<file path="config.mk">
export PLATFORM = sky130hd
export DESIGN_NAME = controller_to_midi_events_top
export DESIGN_NICKNAME = d
export VERILOG_FILES = /design/src/hdl/cme_pkg.sv /design/src/hdl/controller_to_midi_events_top.sv /design/src/hdl/cme_decode.sv /design/src/hdl/cme_serializer.sv
export SDC_FILE = /design/constraint.sdc
export NUM_CORES = 1
export LEC_CHECK = 0
export BUFFER_PORTS_ARGS = -buffer_cell sky130_fd_sc_hd__buf_2
export CAP_MARGIN = 20
export CORE_MARGIN = 2
export CORE_UTILIZATION = 60
export CTS_CLUSTER_SIZE = 28
export DETAILED_ROUTE_END_ITERATION = 16
export GPL_TIMING_DRIVEN = 1
export PLACE_DENSITY = 0.8
export SLEW_MARGIN = 20
export SYNTH_ARGS = -nofsm -noshare
export SYNTH_HDL_FRONTEND = slang
export SYNTH_HIERARCHICAL = 1
export SYNTH_SLANG_ARGS = --single-unit
</file>
<file path="constraint.sdc">
create_clock -name clk -period 6.3 [get_ports clk]
set_input_delay 1.26 -clock clk [delete_from_list [all_inputs] [get_ports clk]]
set_output_delay 1.26 -clock clk [all_outputs]
set_load 0.1 [all_outputs]
</file>
<file path="src/hdl/cme_pkg.sv">
package cme_pkg;

  // Raw controller sample, one per request
  typedef struct packed {
    logic [7:0] key_bits;
    logic       strum_up_key;
    logic [7:0] axis_z;
    logic [7:0] axis_y;
  } in_item_t;

  // One three-byte MIDI message
  typedef struct packed {
    logic [7:0] status_byte;
    logic [7:0] first_data;
    logic [7:0] second_data;
    logic       last_of_run;
  } out_item_t;

  localparam int unsigned MaxMsgs = 4;

  // All messages caused by one sample
  typedef struct packed {
    logic [2:0]                    count;
    out_item_t [MaxMsgs-1:0]       msg;
  } run_t;

  typedef struct packed {
    logic [7:0] base_note;
    logic [6:0] note_velocity;
    logic [3:0] midi_channel;
  } cfg_t;

  // Register indexes
  localparam logic [1:0] REG_BASE_NOTE     = 2'd0;
  localparam logic [1:0] REG_NOTE_VELOCITY = 2'd1;
  localparam logic [1:0] REG_MIDI_CHANNEL  = 2'd2;

  localparam logic [7:0]  RESET_BASE_NOTE  = 8'h3c;
  localparam logic [6:0]  RESET_VELOCITY   = 7'h40;
  localparam logic [7:0]  RESET_HELD_PITCH = 8'h3c;

  localparam logic [7:0]  DOWN_STRUM_CODE  = 8'd191;
  localparam logic [7:0]  WHAMMY_ZERO      = 8'd240;
  localparam logic [7:0]  NOTE_STATUS      = 8'h90;
  localparam logic [7:0]  BEND_STATUS      = 8'hE0;
  localparam logic [15:0] BEND_CENTER      = 16'h4000;

endpackage

</file>
<file path="src/hdl/controller_to_midi_events_top.sv">
// Controller sample to MIDI message converter. Each accepted request is one
// polled controller sample (key byte, strum-up switch, z and y axis bytes);
// it yields zero to four three-byte MIDI messages, in the order strum-down
// note-on or note-off, strum-up note-on/note-off pair, pitch bend, with
// last_of_run set on the final one. A sample sits in an input register while
// its messages are decoded into a run buffer; the run buffer then hands out
// one message per cycle while out_stall is low. A new sample is taken every
// cycle while the run buffer keeps up; a sample with several messages holds
// the next one in the input register until its run drains, so the sustained
// rate is set by the one-message-per-cycle output port. The configuration
// port is always ready; write only while no sample is in flight. Indexes past
// the register list are ignored.
module controller_to_midi_events_top import cme_pkg::*; (
  input  logic       clk,
  input  logic       rst,
  // sample channel
  input  logic       in_valid,
  output logic       in_stall,
  input  in_item_t   in_item,
  // message channel
  output logic       out_valid,
  input  logic       out_stall,
  output out_item_t  out_item,
  // configuration writes
  input  logic       cfg_valid,
  output logic       cfg_ready,
  input  logic [1:0] cfg_index,
  input  logic [7:0] cfg_data
);

  cfg_t cfg;
  run_t run;
  logic run_ready;
  logic run_take;

  assign cfg_ready = 1'b1;

  // configuration registers; writes take effect on the next sample
  always_ff @(posedge clk) begin
    if (rst) begin
      cfg.base_note     <= RESET_BASE_NOTE;
      cfg.note_velocity <= RESET_VELOCITY;
      cfg.midi_channel  <= 4'd0;
    end else if (cfg_valid && cfg_ready) begin
      unique case (cfg_index)
        REG_BASE_NOTE:     cfg.base_note     <= cfg_data;
        REG_NOTE_VELOCITY: cfg.note_velocity <= cfg_data[6:0];
        REG_MIDI_CHANNEL:  cfg.midi_channel  <= cfg_data[3:0];
        default: ;
      endcase
    end
  end

  // sample register, edge detection, octave and pitch state
  cme_decode u_decode (
    .clk       (clk),
    .rst       (rst),
    .cfg       (cfg),
    .in_valid  (in_valid),
    .in_stall  (in_stall),
    .in_item   (in_item),
    .run_ready (run_ready),
    .run_take  (run_take),
    .run       (run)
  );

  // run buffer, one message out per cycle while out_stall is low
  cme_serializer u_serializer (
    .clk       (clk),
    .rst       (rst),
    .run_take  (run_take),
    .run       (run),
    .run_ready (run_ready),
    .out_valid (out_valid),
    .out_stall (out_stall),
    .out_item  (out_item)
  );

`ifndef NO_ASSERTIONS
  // a run is only loaded once the previous one has fully drained
  a_no_overwrite: assert property (@(posedge clk) disable iff (rst)
    run_take |-> !out_valid || (!out_stall && out_item.last_of_run))
    else $error("run buffer overwritten with messages pending");
`endif

endmodule

</file>
<file path="src/hdl/cme_decode.sv">
module cme_decode import cme_pkg::*; (
  input  logic     clk,
  input  logic     rst,
  input  cfg_t     cfg,
  input  logic     in_valid,
  output logic     in_stall,
  input  in_item_t in_item,
  input  logic     run_ready,
  output logic     run_take,
  output run_t     run
);

  in_item_t   in_reg;
  logic       in_full;
  logic       in_accept;

  logic       prev_sdown;
  logic       prev_strum_up;
  logic       prev_plus;
  logic       prev_minus;
  logic [7:0] prev_whammy;
  logic [7:0] octave_offset;
  logic [7:0] held_pitch;

  logic       sdown, plus, minus;
  logic [7:0] whammy;
  logic [4:0] fret;
  logic [7:0] octave_next;
  logic [7:0] pitch;
  logic       sd_rise, sd_fall, su_rise;
  logic [7:0] note_st, bend_st;
  logic [15:0] bend;

  assign run_take  = in_full && run_ready;
  assign in_stall  = in_full && !run_ready;
  assign in_accept = in_valid && !in_stall;

  always_ff @(posedge clk) begin
    if (rst) begin
      in_full <= 1'b0;
    end else if (in_accept) begin
      in_full <= 1'b1;
    end else if (run_take) begin
      in_full <= 1'b0;
    end
  end

  always_ff @(posedge clk) begin
    if (in_accept) begin
      in_reg <= in_item;
    end
  end

  // Decode of the held sample
  always_comb begin
    sdown   = (in_reg.axis_z == DOWN_STRUM_CODE);
    plus    = ~in_reg.axis_z[2];
    minus   = ~in_reg.axis_z[4];
    whammy  = in_reg.axis_y - WHAMMY_ZERO;
    fret    = {in_reg.key_bits[7], in_reg.key_bits[5], in_reg.key_bits[3],
               in_reg.key_bits[6], in_reg.key_bits[4]};
    octave_next = octave_offset + {7'd0, plus & ~prev_plus}
                                - {7'd0, minus & ~prev_minus};
    // 12 * offset as two shifts
    pitch   = cfg.base_note + {3'd0, fret} + {octave_next[4:0], 3'd0}
                            + {octave_next[5:0], 2'd0};
    sd_rise = sdown & ~prev_sdown;
    sd_fall = ~sdown & prev_sdown;
    su_rise = in_reg.strum_up_key & ~prev_strum_up;
    note_st = NOTE_STATUS | {4'd0, cfg.midi_channel};
    bend_st = BEND_STATUS | {4'd0, cfg.midi_channel};
    bend    = BEND_CENTER + {whammy[5:0], 10'd0};
  end

  // Message list in order: strum-down, strum-up pair, bend
  always_comb begin
    run = '0;
    if (sd_rise) begin
      run.msg[run.count[1:0]] = '{note_st, pitch, {1'b0, cfg.note_velocity}, 1'b0};
      run.count = run.count + 3'd1;
    end else if (sd_fall) begin
      run.msg[run.count[1:0]] = '{note_st, held_pitch, 8'd0, 1'b0};
      run.count = run.count + 3'd1;
    end
    if (su_rise) begin
      run.msg[run.count[1:0]] = '{note_st, pitch, {1'b0, cfg.note_velocity}, 1'b0};
      run.count = run.count + 3'd1;
      run.msg[run.count[1:0]] = '{note_st, pitch, 8'd0, 1'b0};
      run.count = run.count + 3'd1;
    end
    if (whammy != prev_whammy) begin
      run.msg[run.count[1:0]] = '{bend_st, bend[7:0], bend[15:8], 1'b0};
      run.count = run.count + 3'd1;
    end
    if (run.count != 3'd0) begin
      run.msg[run.count[1:0] - 2'd1].last_of_run = 1'b1;
    end
  end

  always_ff @(posedge clk) begin
    if (rst) begin
      prev_sdown      <= 1'b0;
      prev_strum_up   <= 1'b0;
      prev_plus       <= 1'b0;
      prev_minus      <= 1'b0;
      prev_whammy     <= 8'd0;
      octave_offset   <= 8'd0;
      held_pitch      <= RESET_HELD_PITCH;
    end else if (run_take) begin
      prev_sdown      <= sdown;
      prev_strum_up   <= in_reg.strum_up_key;
      prev_plus       <= plus;
      prev_minus      <= minus;
      prev_whammy     <= whammy;
      octave_offset   <= octave_next;
      if (sd_rise || su_rise) begin
        held_pitch <= pitch;
      end
    end
  end

`ifndef NO_ASSERTIONS
  // A held sample waits until the run buffer frees up
  a_hold: assert property (@(posedge clk) disable iff (rst)
    in_full && !run_ready |=> in_full && $stable(in_reg))
    else $error("sample lost while run buffer busy");

  // Never more than four messages per sample
  a_count: assert property (@(posedge clk) disable iff (rst)
    in_full |-> run.count <= 3'd4)
    else $error("message count overflow");
`endif

endmodule

</file>
<file path="src/hdl/cme_serializer.sv">
module cme_serializer import cme_pkg::*; (
  input  logic      clk,
  input  logic      rst,
  input  logic      run_take,
  input  run_t      run,
  output logic      run_ready,
  output logic      out_valid,
  input  logic      out_stall,
  output out_item_t out_item
);

  out_item_t [MaxMsgs-1:0] run_msg;
  logic [2:0]              run_count;
  logic [1:0]              run_idx;
  logic                    out_accept;
  logic                    at_last;

  assign out_valid  = (run_count != 3'd0);
  assign out_item   = run_msg[run_idx];
  assign out_accept = out_valid && !out_stall;
  assign at_last    = ({1'b0, run_idx} == run_count - 3'd1);
  assign run_ready  = !out_valid || (out_accept && at_last);

  always_ff @(posedge clk) begin
    if (rst) begin
      run_count <= 3'd0;
      run_idx   <= 2'd0;
    end else if (run_take) begin
      run_count <= run.count;
      run_idx   <= 2'd0;
    end else if (out_accept) begin
      if (at_last) begin
        run_count <= 3'd0;
        run_idx   <= 2'd0;
      end else begin
        run_idx <= run_idx + 2'd1;
      end
    end
  end

  always_ff @(posedge clk) begin
    if (run_take) begin
      run_msg <= run.msg;
    end
  end

`ifndef NO_ASSERTIONS
  a_idx: assert property (@(posedge clk) disable iff (rst)
    out_valid |-> {1'b0, run_idx} < run_count)
    else $error("run index past message count");

  a_last: assert property (@(posedge clk) disable iff (rst)
    out_valid && at_last |-> out_item.last_of_run)
    else $error("final message of run not marked");
`endif

endmodule
</file>
==> run_summary.xml, run 1 <==
<?xml version="1.0" encoding="UTF-8"?>
<metrics>
  <group name="outcome">
    <metric name="status" unit="">finished clean</metric>
  </group>
  <group name="timing">
    <metric name="timing.clock.skew" unit="ps">10.0</metric>
    <metric name="finalSetupTns" unit="ps">0</metric>
    <metric name="finalMaxSlewViolations" unit="">0</metric>
    <metric name="timing.final.crit_share" unit="">0.750</metric>
    <metric name="slew-limit-headroom" unit="">0.350</metric>
    <metric name="fin_worst_hold_slack" unit="ps">456</metric>
    <metric name="grt_setup_unrepaired" unit="">false</metric>
    <metric name="setup_ws" unit="ps">1570</metric>
    <metric name="crit_path_time_final" unit="ps">4730</metric>
    <metric name="hold_viol" unit="">0</metric>
    <metric name="max_freq" unit="MHz">212</metric>
    <metric name="report.final.setup_viol" unit="">0</metric>
    <metric name="tightest_pin_transition" unit="ps">975</metric>
  </group>
  <group name="power">
    <metric name="p_int" unit="mW">2.34</metric>
    <metric name="pwr-share-clk" unit="">0.309</metric>
    <metric name="combinationalPowerShare" unit="">0.293</metric>
    <metric name="p_leak" unit="nW">3.56</metric>
    <metric name="power_density" unit="nW/um2">379</metric>
    <metric name="power" unit="mW">3.46</metric>
    <metric name="power_switching_share" unit="">0.325</metric>
    <metric name="peakVddDrop" unit="mV">0.212</metric>
    <metric name="power.switching" unit="mW">1.13</metric>
    <metric name="power.share.sequential" unit="">0.399</metric>
  </group>
  <group name="critical_path">
    <metric name="critical_path.top_delay_family" unit="">adder cells</metric>
    <metric name="crit_path_end_kind" unit="">register</metric>
    <metric name="max_stage_delay" unit="ps">540</metric>
    <metric name="worstPathBufferInverterCount" unit="">3</metric>
    <metric name="cp_cell_sequence" unit="">or2_2, ha_1, inv_1, ha_1, fa_1, inv_1, fa_1, fa_1, inv_1, ha_1, o21ai_0, o21bai_1, a21oi_1, xor2_1, xnor2_2, xnor2_1, nor2_1</metric>
    <metric name="r2r_end" unit="">u_serializer/run_msg[41]</metric>
    <metric name="crit_path_top_delay_cell" unit="">fa_1</metric>
    <metric name="reg2reg_from" unit="">u_decode/in_reg[10]</metric>
    <metric name="ff2ff_setup_slack" unit="ps">1570</metric>
    <metric name="timing.critical_path.required" unit="ps">6470</metric>
    <metric name="depth_of_the_most_critical_reg_to_reg_path" unit="">17</metric>
    <metric name="path_class" unit="">reg -&gt; reg</metric>
    <metric name="critPathLaunchType" unit="">register</metric>
    <metric name="cp.arrival" unit="ps">4900</metric>
    <metric name="crit_path_max_fanout" unit="">4</metric>
  </group>
  <group name="logic_synthesis">
    <metric name="library_cells_used_by_synthesis" unit="">55</metric>
    <metric name="synthesis.area_per_instance" unit="um2">12.5</metric>
    <metric name="synth_area" unit="um2">8230</metric>
    <metric name="ys.warnings.count" unit="">6</metric>
    <metric name="synth-seq-area-share" unit="">0.569</metric>
    <metric name="ys_flop_type" unit="">edfxtp_1</metric>
    <metric name="asyncSetResetFlopFracSynth" unit="">0</metric>
    <metric name="edff_count_synth" unit="">122</metric>
    <metric name="postSynthCellCount" unit="">659</metric>
    <metric name="synth.ff_latch_count" unit="">173</metric>
  </group>
  <group name="cells_and_area">
    <metric name="fin_area" unit="um2">9150</metric>
    <metric name="multi_input_logic_area" unit="um2">3140</metric>
    <metric name="synthToLayoutAreaGrowth" unit="%">11.2</metric>
    <metric name="nNetsFinal" unit="">782</metric>
    <metric name="insertedDiodeCount" unit="">0</metric>
    <metric name="drive_above_1_share" unit="">0.191</metric>
    <metric name="largest_reg_flops" unit="">100</metric>
    <metric name="instances_no_fill" unit="">895</metric>
    <metric name="num-fill-cells" unit="">957</metric>
    <metric name="finalCoreUtilization" unit="">0.688</metric>
    <metric name="seq_area" unit="um2">4690</metric>
  </group>
  <group name="drt">
    <metric name="post-route-drc-count" unit="">0</metric>
    <metric name="post_drt_wl_per_cell" unit="um">17.1</metric>
    <metric name="vias_per_cell" unit="">5.63</metric>
    <metric name="first_pass_iters" unit="">5</metric>
    <metric name="antenna_left" unit="">0</metric>
    <metric name="drt_wl_total" unit="um">15300</metric>
    <metric name="detailedRoute.firstIterationViolations" unit="">392</metric>
    <metric name="dr_total_vias" unit="">5042</metric>
  </group>
  <group name="global_routing">
    <metric name="grt_antenna_before_repair" unit="">0</metric>
    <metric name="globalRouteOverflowTotal" unit="">0</metric>
    <metric name="grt_usage" unit="">0.223</metric>
    <metric name="global_route_wire_length_before_repair" unit="um">24500</metric>
    <metric name="grt_max_degree" unit="">68</metric>
    <metric name="first_global_vias" unit="">4970</metric>
  </group>
  <group name="placed_design">
    <metric name="placed_cells_incl_taps" unit="">863</metric>
    <metric name="routabilityCongestion" unit="">0.841</metric>
    <metric name="dpl_hpwl" unit="um">10400</metric>
    <metric name="io_buffers" unit="">63</metric>
    <metric name="pre_cts_slack" unit="ps">1680</metric>
    <metric name="placement.cell_area" unit="um2">8540</metric>
  </group>
  <group name="flow_run">
    <metric name="maxCapViolations" unit="">0</metric>
  </group>
  <group name="floorplan">
    <metric name="num_rows" unit="">42</metric>
    <metric name="ios" unit="">68</metric>
    <metric name="die_area" unit="um2">14700</metric>
    <metric name="core_area" unit="um2">13300</metric>
    <metric name="fp.dieH" unit="um">121</metric>
    <metric name="initial_core_util" unit="">0.619</metric>
    <metric name="die_x" unit="um">121</metric>
  </group>
  <group name="clock_network">
    <metric name="cts_max_level" unit="">4</metric>
    <metric name="cts-root-buf" unit="">clkbuf_16</metric>
    <metric name="cts_buf_count" unit="">17</metric>
    <metric name="cts_setup_buffers" unit="">0</metric>
    <metric name="post_cts.resized_instances" unit="">0</metric>
    <metric name="clock_tree_from_tritoncts" unit="">yes</metric>
    <metric name="clock_slew_at_reported_path_ffs" unit="ps">60</metric>
    <metric name="clk-insertion-delay-late" unit="ps">430</metric>
    <metric name="ctsLongestPathBuffers" unit="">2</metric>
    <metric name="cts_num_sinks" unit="">173</metric>
    <metric name="cts.hold.buffers_added" unit="">0</metric>
  </group>
  <group name="hold_path">
    <metric name="hold_path_class" unit="">reg -&gt; reg</metric>
    <metric name="hold-path-cell-count" unit="">2</metric>
    <metric name="min_delay_worst_endpoint" unit="">u_decode/prev_strum_up</metric>
    <metric name="hold_path_startpoint" unit="">u_decode/prev_strum_up</metric>
  </group>
</metrics>
==> worst max-delay path by stage <==
| stage | start | cells past startpoint | slack [ps] | endpoint |
|---|---|---|---|---|
| floorplan | out_stall | 7 | 910 | u_serializer/run_count[0] |
| global placement | u_decode/in_reg[10] | 17 | 1740 | u_serializer/run_msg[41] |
| detailed placement | u_decode/in_reg[10] | 17 | 1680 | u_serializer/run_msg[41] |
| CTS | u_decode/in_reg[10] | 17 | 1590 | u_serializer/run_msg[41] |
| global route | u_decode/in_reg[10] | 17 | 1370 | u_serializer/run_msg[41] |
| finish | u_decode/in_reg[10] | 17 | 1570 | u_serializer/run_msg[41] |
==> logic make-up after synthesis <==
family | synth area share
DFF | 0.569
and+or+nand+nor | 0.126
AOI/OAI and AO/OA | 0.0570
adders and majority gates | 0.0611
other | 0.000913
xor gates and xnor gates | 0.0365
buffers and inverters | 0.0552
muxes | 0.0941
==> synth_stat cells, types with 6 or more instances <==
| library cell | number | area [um2] |
|---|---|---|
| a211oi_1 | 7 | 52.6 |
| a21oi_1 | 25 | 125 |
| and2_1 | 12 | 75.1 |
| and3_1 | 18 | 113 |
| buf_4 | 23 | 173 |
| clkbuf_1 | 18 | 67.6 |
| dfxtp_1 | 51 | 1020 |
| edfxtp_1 | 122 | 3660 |
| fa_1 | 7 | 140 |
| ha_1 | 29 | 363 |
| inv_1 | 38 | 143 |
| mux2i_1 | 20 | 200 |
| mux4_2 | 25 | 563 |
| nand2_1 | 55 | 206 |
| nand2b_1 | 25 | 156 |
| nand3_1 | 19 | 95.1 |
| nand3b_1 | 6 | 45.0 |
| nor2_1 | 60 | 225 |
| o21ai_0 | 10 | 50.1 |
| xnor2_1 | 14 | 123 |
| xor2_1 | 14 | 123 |
==> placed cells by master, fill, tap and decap left out, types with 3 or more instances in the layout <==
cell type / n
a211o_1: 3
a211oi_1: 7
a211oi_2: 3
a21o_1: 5
a21oi_1: 25
a31oi_1: 5
and2_1: 12
and3_1: 18
buf_2: 62
buf_4: 5
bufinv_16: 4
clkbuf_16: 17
clkinv_2: 4
conb_1: 14
dfxtp_1: 50
edfxtp_1: 122
fa_1: 7
ha_1: 29
inv_1: 38
mux2i_1: 20
mux4_2: 25
nand2_1: 55
nand2b_1: 25
nand3_1: 19
nand3b_1: 6
nor2_1: 60
o21ai_0: 9
o41ai_1: 3
xnor2_1: 14
xor2_1: 14
==> worst min-delay path: cells and delay by family, from the launching register on <==
kind	cells	cell delay [ps]
flops	1	300
simple gates	1	50
compound gates	1	50
==> final cells by class <==
| type | count | share of cell area |
|---|---|---|
| flip-flops and latches | 173 | 0.512 |
| multi-input cells | 408 | 0.343 |
| clock buffers | 19 | 0.0473 |
| repair buffers | 67 | 0.0380 |
| well taps | 176 | 0.0241 |
| clock inverters | 13 | 0.0189 |
| inverters | 39 | 0.0163 |
==> power by group through the flow <==
stage	registers [mW]	logic, mW	clock network [mW]
3_3_place_gp	1.40	0.949	0
5_1_grt	1.39	1.09	1.13
4_1_cts	1.38	1.01	1.09
6_report	1.38	1.01	1.07
2_1_floorplan	1.39	0.802	0
3_5_place_dp	1.41	0.984	0
==> metal layers <==
metal	track usage	vias to the layer above	routed length, um
met5	0	-	0
met4	0.0996	0	415
met3	0.0578	34	1000
met2	0.375	179	7720
met1	0.271	2429	6200
li1	-	2400	-
No activity file was read; power rests on OpenSTA's default activity.
==> inputs of run 2 (changes only) <==
CORE_UTILIZATION = 54   (was 60)
PLACE_DENSITY = 0.76   (was 0.8)
clock period = 3.8 ns   (was 6.3 ns; I/O delays follow)
==> run_summary.xml, run 2 (synthesis gave the netlist of run 1 again) <==
<?xml version="1.0" encoding="UTF-8"?>
<metrics>
  <group name="flow_run">
    <metric name="maxCapViolations" unit="">0</metric>
  </group>
  <group name="cells_and_area">
    <metric name="insertedDiodeCount" unit="">0</metric>
    <metric name="nNetsFinal" unit="">815</metric>
    <metric name="synthToLayoutAreaGrowth" unit="%">16.7</metric>
    <metric name="most-common-layout-cells" unit="">edfxtp_1 (122), buf_2 (63), nor2_1 (59), nand2_1 (55), dfxtp_1 (50)</metric>
    <metric name="drive_above_1_share" unit="">0.257</metric>
    <metric name="largest_reg_flops" unit="">100</metric>
    <metric name="mostFrequentLayoutCell" unit="">edfxtp_1</metric>
    <metric name="fin_area" unit="um2">9600</metric>
  </group>
  <group name="global_routing">
    <metric name="first_global_vias" unit="">5191</metric>
    <metric name="grt_usage" unit="">0.207</metric>
    <metric name="globalRouteOverflowTotal" unit="">0</metric>
    <metric name="grt_max_degree" unit="">60</metric>
    <metric name="grt_antenna_before_repair" unit="">0</metric>
    <metric name="global_route_wire_length_before_repair" unit="um">25700</metric>
  </group>
  <group name="power">
    <metric name="peakVddDrop" unit="mV">0.495</metric>
    <metric name="power_density" unit="nW/um2">670</metric>
    <metric name="p_leak" unit="nW">3.75</metric>
    <metric name="power" unit="mW">6.43</metric>
  </group>
  <group name="floorplan">
    <metric name="initial_core_util" unit="">0.547</metric>
    <metric name="fp.dieH" unit="um">127</metric>
    <metric name="ios" unit="">68</metric>
    <metric name="die_x" unit="um">127</metric>
    <metric name="num_rows" unit="">45</metric>
    <metric name="die_area" unit="um2">16200</metric>
    <metric name="core_area" unit="um2">15000</metric>
  </group>
  <group name="critical_path">
    <metric name="critical_path.endpoint" unit="">u_serializer/run_msg[41]</metric>
    <metric name="depth_of_the_most_critical_reg_to_reg_path" unit="">17</metric>
    <metric name="crit_path_end_kind" unit="">register</metric>
    <metric name="r2r_end" unit="">u_serializer/run_msg[41]</metric>
    <metric name="path_class" unit="">reg -&gt; reg</metric>
    <metric name="reg2reg_from" unit="">u_decode/in_reg[10]</metric>
    <metric name="timing.critical_path.required" unit="ps">3970</metric>
    <metric name="cp-startpoint" unit="">u_decode/in_reg[10]</metric>
    <metric name="ff2ff_setup_slack" unit="ps">-360</metric>
    <metric name="critPathLaunchType" unit="">register</metric>
    <metric name="cp.arrival" unit="ps">4330</metric>
    <metric name="crit_path_max_fanout" unit="">3</metric>
  </group>
  <group name="timing">
    <metric name="timing.clock.skew" unit="ps">8.79</metric>
    <metric name="tightest_pin_transition" unit="ps">1010</metric>
    <metric name="report.final.setup_viol" unit="">16</metric>
    <metric name="finalMaxSlewViolations" unit="">0</metric>
    <metric name="fin_worst_hold_slack" unit="ps">464</metric>
    <metric name="crit_path_time_final" unit="ps">4160</metric>
    <metric name="timing.final.crit_share" unit="">1.09</metric>
    <metric name="grt_setup_unrepaired" unit="">true</metric>
    <metric name="setup_ws" unit="ps">-358</metric>
    <metric name="hold_viol" unit="">0</metric>
    <metric name="slew-limit-headroom" unit="">0.329</metric>
    <metric name="max_freq" unit="MHz">241</metric>
  </group>
  <group name="hold_path">
    <metric name="hold_path_class" unit="">reg -&gt; reg</metric>
  </group>
  <group name="placed_design">
    <metric name="pre_cts_slack" unit="ps">-590</metric>
    <metric name="io_buffers" unit="">63</metric>
    <metric name="routabilityCongestion" unit="">0.875</metric>
    <metric name="placement.cell_area" unit="um2">8830</metric>
    <metric name="dpl_hpwl" unit="um">11000</metric>
  </group>
  <group name="clock_network">
    <metric name="ctsLongestPathBuffers" unit="">2</metric>
    <metric name="cts-root-buf" unit="">clkbuf_16</metric>
    <metric name="cts_num_sinks" unit="">173</metric>
    <metric name="clock_tree_from_tritoncts" unit="">yes</metric>
    <metric name="clk-insertion-delay-late" unit="ps">430</metric>
    <metric name="clock_slew_at_reported_path_ffs" unit="ps">60</metric>
    <metric name="cts_max_level" unit="">4</metric>
    <metric name="cts_buf_count" unit="">17</metric>
  </group>
  <group name="drt">
    <metric name="post_drt_wl_per_cell" unit="um">16.7</metric>
    <metric name="dr_total_vias" unit="">5146</metric>
    <metric name="detailedRoute.firstIterationViolations" unit="">364</metric>
    <metric name="drt_wl_total" unit="um">15700</metric>
    <metric name="vias_per_cell" unit="">5.47</metric>
    <metric name="post-route-drc-count" unit="">0</metric>
    <metric name="antenna_left" unit="">0</metric>
    <metric name="first_pass_iters" unit="">5</metric>
  </group>
  <group name="outcome">
    <metric name="violations" unit="">setup timing</metric>
    <metric name="status" unit="">finished, violations left</metric>
  </group>
</metrics>
-- run 2: final cells by class --
cell class	count	area, um2
inverters	39	149
clock inverters	14	218
well taps	188	235
multi-input cells	408	3260
fillers	1091	5430
repair buffers	100	624
flip-flops and latches	173	4690
clock buffers	18	429
-- run 2: through the flow --
| stage | utilization | instances | setup TNS (ps) |
|---|---|---|---|
| floorplan | - | 671 | -1440 |
| global placement | 0.587 | 903 | -3360 |
| detailed placement | 0.587 | 903 | -5510 |
| CTS | 0.636 | 939 | -2560 |
| global route | 0.639 | 940 | -5210 |
| finish | 0.639 | 940 | -3430 |
-- run 2: worst max-delay path, stage by stage, from the launching register on --
cell and delay, ps:
edfxtp_1 390, or2_4 250, ha_4 260, inv_2 30, ha_4 150, fa_2 540, inv_2 50, fa_1 440
fa_1 510, inv_2 50, ha_4 280, o21ai_2 50, o21bai_1 180, a21oi_2 90, xor2_2 160, xnor2_2 170
xnor2_2 240, nor2_1 60
-- run 2: worst min-delay path by stage --
stage,start,endpoint,depth (start not counted)
final,u_decode/held_pitch[5],u_decode/held_pitch[5],1
after global routing,u_decode/held_pitch[5],u_decode/held_pitch[5],1
after CTS,u_decode/held_pitch[5],u_decode/held_pitch[5],1
after detailed placement,u_decode/held_pitch[5],u_decode/held_pitch[5],1
after global placement,u_decode/prev_strum_up,u_decode/prev_strum_up,2
after floorplan,u_decode/prev_strum_up,u_decode/prev_strum_up,2
-- run 2: timing repair --
item	in CTS	in global routing
pin swaps	20	6
setup endpoints to repair	16	17
gates resized for setup	10	8
hold buffers	0	0
setup buffers	4	1
-- run 2: where the power goes --
| part | internal, mW | switching (mW) |
|---|---|---|
| combinational | 1.01 | 1.26 |
| clock | 1.17 | 0.707 |
| sequential | 2.22 | 0.0653 |
-- run 2: per-layer routing --
metal	vias to the layer above	share of wire	track usage
met5	-	0	0
met4	0	0.030	0.0931
met3	40	0.054	0.0423
met2	162	0.49	0.338
met1	2479	0.43	0.269
li1	2465	-	-
==> inputs of run 3 (changes only) <==
BUFFER_PORTS_ARGS = -buffer_cell sky130_fd_sc_hd__buf_4   (was -buffer_cell sky130_fd_sc_hd__buf_2)
==> run_summary.xml, run 3 (synthesis gave the netlist of run 1 again) <==
<?xml version="1.0" encoding="UTF-8"?>
<metrics>
  <group name="cells_and_area">
    <metric name="finalCoreUtilization" unit="">0.642</metric>
    <metric name="synthToLayoutAreaGrowth" unit="%">17.3</metric>
    <metric name="largest_reg_flops" unit="">100</metric>
    <metric name="multi_input_logic_area" unit="um2">3250</metric>
    <metric name="nNetsFinal" unit="">811</metric>
    <metric name="mostFrequentLayoutCell" unit="">edfxtp_1</metric>
    <metric name="insertedDiodeCount" unit="">0</metric>
    <metric name="drive_above_1_share" unit="">0.246</metric>
    <metric name="seq_area" unit="um2">4690</metric>
    <metric name="fin_area" unit="um2">9650</metric>
    <metric name="num-fill-cells" unit="">1082</metric>
    <metric name="most-common-layout-cells" unit="">edfxtp_1 (122), buf_4 (89), nor2_1 (58), nand2_1 (55), dfxtp_1 (50)</metric>
  </group>
  <group name="outcome">
    <metric name="violations" unit="">setup timing</metric>
    <metric name="status" unit="">finished, violations left</metric>
  </group>
  <group name="clock_network">
    <metric name="cts_max_level" unit="">4</metric>
    <metric name="clock_slew_at_reported_path_ffs" unit="ps">60</metric>
    <metric name="clk-insertion-delay-late" unit="ps">430</metric>
    <metric name="cts_buf_count" unit="">17</metric>
    <metric name="cts.hold.buffers_added" unit="">0</metric>
    <metric name="cts_num_sinks" unit="">173</metric>
    <metric name="cts-root-buf" unit="">clkbuf_16</metric>
    <metric name="ctsLongestPathBuffers" unit="">2</metric>
    <metric name="clock_tree_from_tritoncts" unit="">yes</metric>
  </group>
  <group name="drt">
    <metric name="drt_wl_total" unit="um">16100</metric>
    <metric name="dr_total_vias" unit="">5152</metric>
    <metric name="detailedRoute.firstIterationViolations" unit="">401</metric>
    <metric name="first_pass_iters" unit="">5</metric>
    <metric name="antenna_left" unit="">0</metric>
    <metric name="post-route-drc-count" unit="">0</metric>
    <metric name="vias_per_cell" unit="">5.50</metric>
    <metric name="post_drt_wl_per_cell" unit="um">17.2</metric>
  </group>
  <group name="placed_design">
    <metric name="io_buffers" unit="">63</metric>
    <metric name="dpl_hpwl" unit="um">10900</metric>
    <metric name="routabilityCongestion" unit="">0.821</metric>
    <metric name="placement.cell_area" unit="um2">8970</metric>
  </group>
  <group name="critical_path">
    <metric name="cp.arrival" unit="ps">4350</metric>
    <metric name="r2r_end" unit="">u_serializer/run_msg[66]</metric>
    <metric name="path_class" unit="">reg -&gt; reg</metric>
    <metric name="critPathLaunchType" unit="">register</metric>
    <metric name="crit_path_end_kind" unit="">register</metric>
    <metric name="timing.critical_path.required" unit="ps">3970</metric>
    <metric name="reg2reg_from" unit="">u_decode/in_reg[10]</metric>
    <metric name="ff2ff_setup_slack" unit="ps">-390</metric>
    <metric name="depth_of_the_most_critical_reg_to_reg_path" unit="">17</metric>
    <metric name="crit_path_max_fanout" unit="">3</metric>
  </group>
  <group name="timing">
    <metric name="finalMaxSlewViolations" unit="">0</metric>
    <metric name="timing.clock.skew" unit="ps">7.92</metric>
    <metric name="timing.final.crit_share" unit="">1.10</metric>
    <metric name="fin_worst_hold_slack" unit="ps">451</metric>
    <metric name="report.final.setup_viol" unit="">16</metric>
    <metric name="max_freq" unit="MHz">239</metric>
    <metric name="hold_viol" unit="">0</metric>
    <metric name="crit_path_time_final" unit="ps">4190</metric>
    <metric name="grt_setup_unrepaired" unit="">true</metric>
    <metric name="tightest_pin_transition" unit="ps">1130</metric>
    <metric name="setup_ws" unit="ps">-386</metric>
    <metric name="slew-limit-headroom" unit="">0.247</metric>
  </group>
  <group name="global_routing">
    <metric name="global_route_wire_length_before_repair" unit="um">26100</metric>
    <metric name="grt_usage" unit="">0.210</metric>
    <metric name="grt_max_degree" unit="">94</metric>
    <metric name="first_global_vias" unit="">5240</metric>
    <metric name="grt_antenna_before_repair" unit="">0</metric>
    <metric name="globalRouteOverflowTotal" unit="">0</metric>
  </group>
  <group name="flow_run">
    <metric name="maxCapViolations" unit="">0</metric>
  </group>
  <group name="power">
    <metric name="peakVddDrop" unit="mV">0.368</metric>
    <metric name="p_leak" unit="nW">3.75</metric>
    <metric name="power_density" unit="nW/um2">652</metric>
  </group>
  <group name="floorplan">
    <metric name="num_rows" unit="">45</metric>
    <metric name="initial_core_util" unit="">0.547</metric>
    <metric name="fp.dieH" unit="um">127</metric>
    <metric name="core_area" unit="um2">15000</metric>
    <metric name="die_area" unit="um2">16200</metric>
    <metric name="die_x" unit="um">127</metric>
    <metric name="ios" unit="">68</metric>
  </group>
  <group name="hold_path">
    <metric name="hold_path_startpoint" unit="">u_decode/prev_strum_up</metric>
    <metric name="hold_path_class" unit="">reg -&gt; reg</metric>
    <metric name="hold-path-cell-count" unit="">2</metric>
    <metric name="min_delay_worst_endpoint" unit="">u_decode/prev_strum_up</metric>
  </group>
</metrics>
==> run 3: changes by cell type in the layout (fill, tap and decap cells not counted), sizes merged <==
| cell | before | now |
|---|---|---|
| buf | 100 | 96 |
| bufinv | 5 | 2 |
| clkbuf | 18 | 21 |
| clkinv | 5 | 7 |
| clkinvlp | 3 | 2 |
| inv | 40 | 39 |
==> run 3: what timing repair did <==
item,4_1_cts,5_1_grt
buffers inserted,2,2
gates resized for setup,5,12
endpoints found under the setup margin,16,17
endpoints found under the hold margin,0,0
pin swaps,20,7
==> run 3: report_power, final <==
part           switching [mW]  leakage [nW]  internal (mW)
sequential             0.0700          1.55           2.22
clock                   0.683         0.274          0.981
combinational            1.30          1.92           1.04
total                    2.05          3.75           4.24
==> run 3: final cells by class <==
cell class	instances	area share
Timing Repair Buffer	96	0.0783
Clock buffer	21	0.0467
Inverter	39	0.0154
Tap cell	188	0.0244
Sequential cell	173	0.486
Multi-Input combinational cell	408	0.337
Clock inverter	11	0.0124
==> run 3: metrics by stage <==
stage                     worst slack (ps)  instances  TNS [ps]  power, mW
final                                 -386        936     -3530       6.29
after global routing                  -552        936     -5610       6.59
after CTS                             -373        935     -3410       6.13
after detailed placement              -515        901     -4830       4.35
after global placement                -414        901     -3960       4.27
after floorplan                       -330        671     -1440       3.72
==> run 3: worst max path at each step <==
stage / slack [ps] / start / cells after the start / endpoint
finish: -390 / u_decode/in_reg[10] / 17 / u_serializer/run_msg[66]
global route: -550 / u_decode/in_reg[10] / 17 / u_serializer/run_msg[15]
CTS: -370 / u_decode/in_reg[10] / 17 / u_serializer/run_msg[66]
detailed placement: -520 / u_decode/in_reg[10] / 17 / u_serializer/run_msg[66]
global placement: -410 / u_decode/in_reg[10] / 17 / u_serializer/run_msg[41]
floorplan: -330 / u_decode/in_reg[10] / 17 / u_serializer/run_msg[41]
==> run 3: routing by layer <==
metal / routed length, um / global-route usage / part of all wire
met5: 0 / 0 / 0
met3: 987 / 0.0486 / 0.061
met4: 338 / 0.0853 / 0.021
met2: 8120 / 0.349 / 0.50
met1: 6700 / 0.267 / 0.41
==> run 3: worst max-delay path, stage by stage, from the launching register on <==
cell	delay (ps)
edfxtp_1	380
or2_4	250
ha_4	260
inv_2	40
ha_4	150
fa_1	520
inv_2	50
fa_1	450
fa_1	510
inv_2	50
ha_4	300
o21ai_2	50
o21bai_1	160
a21oi_2	80
xor2_1	180
xnor2_2	240
xnor2_2	180
nor2_1	80
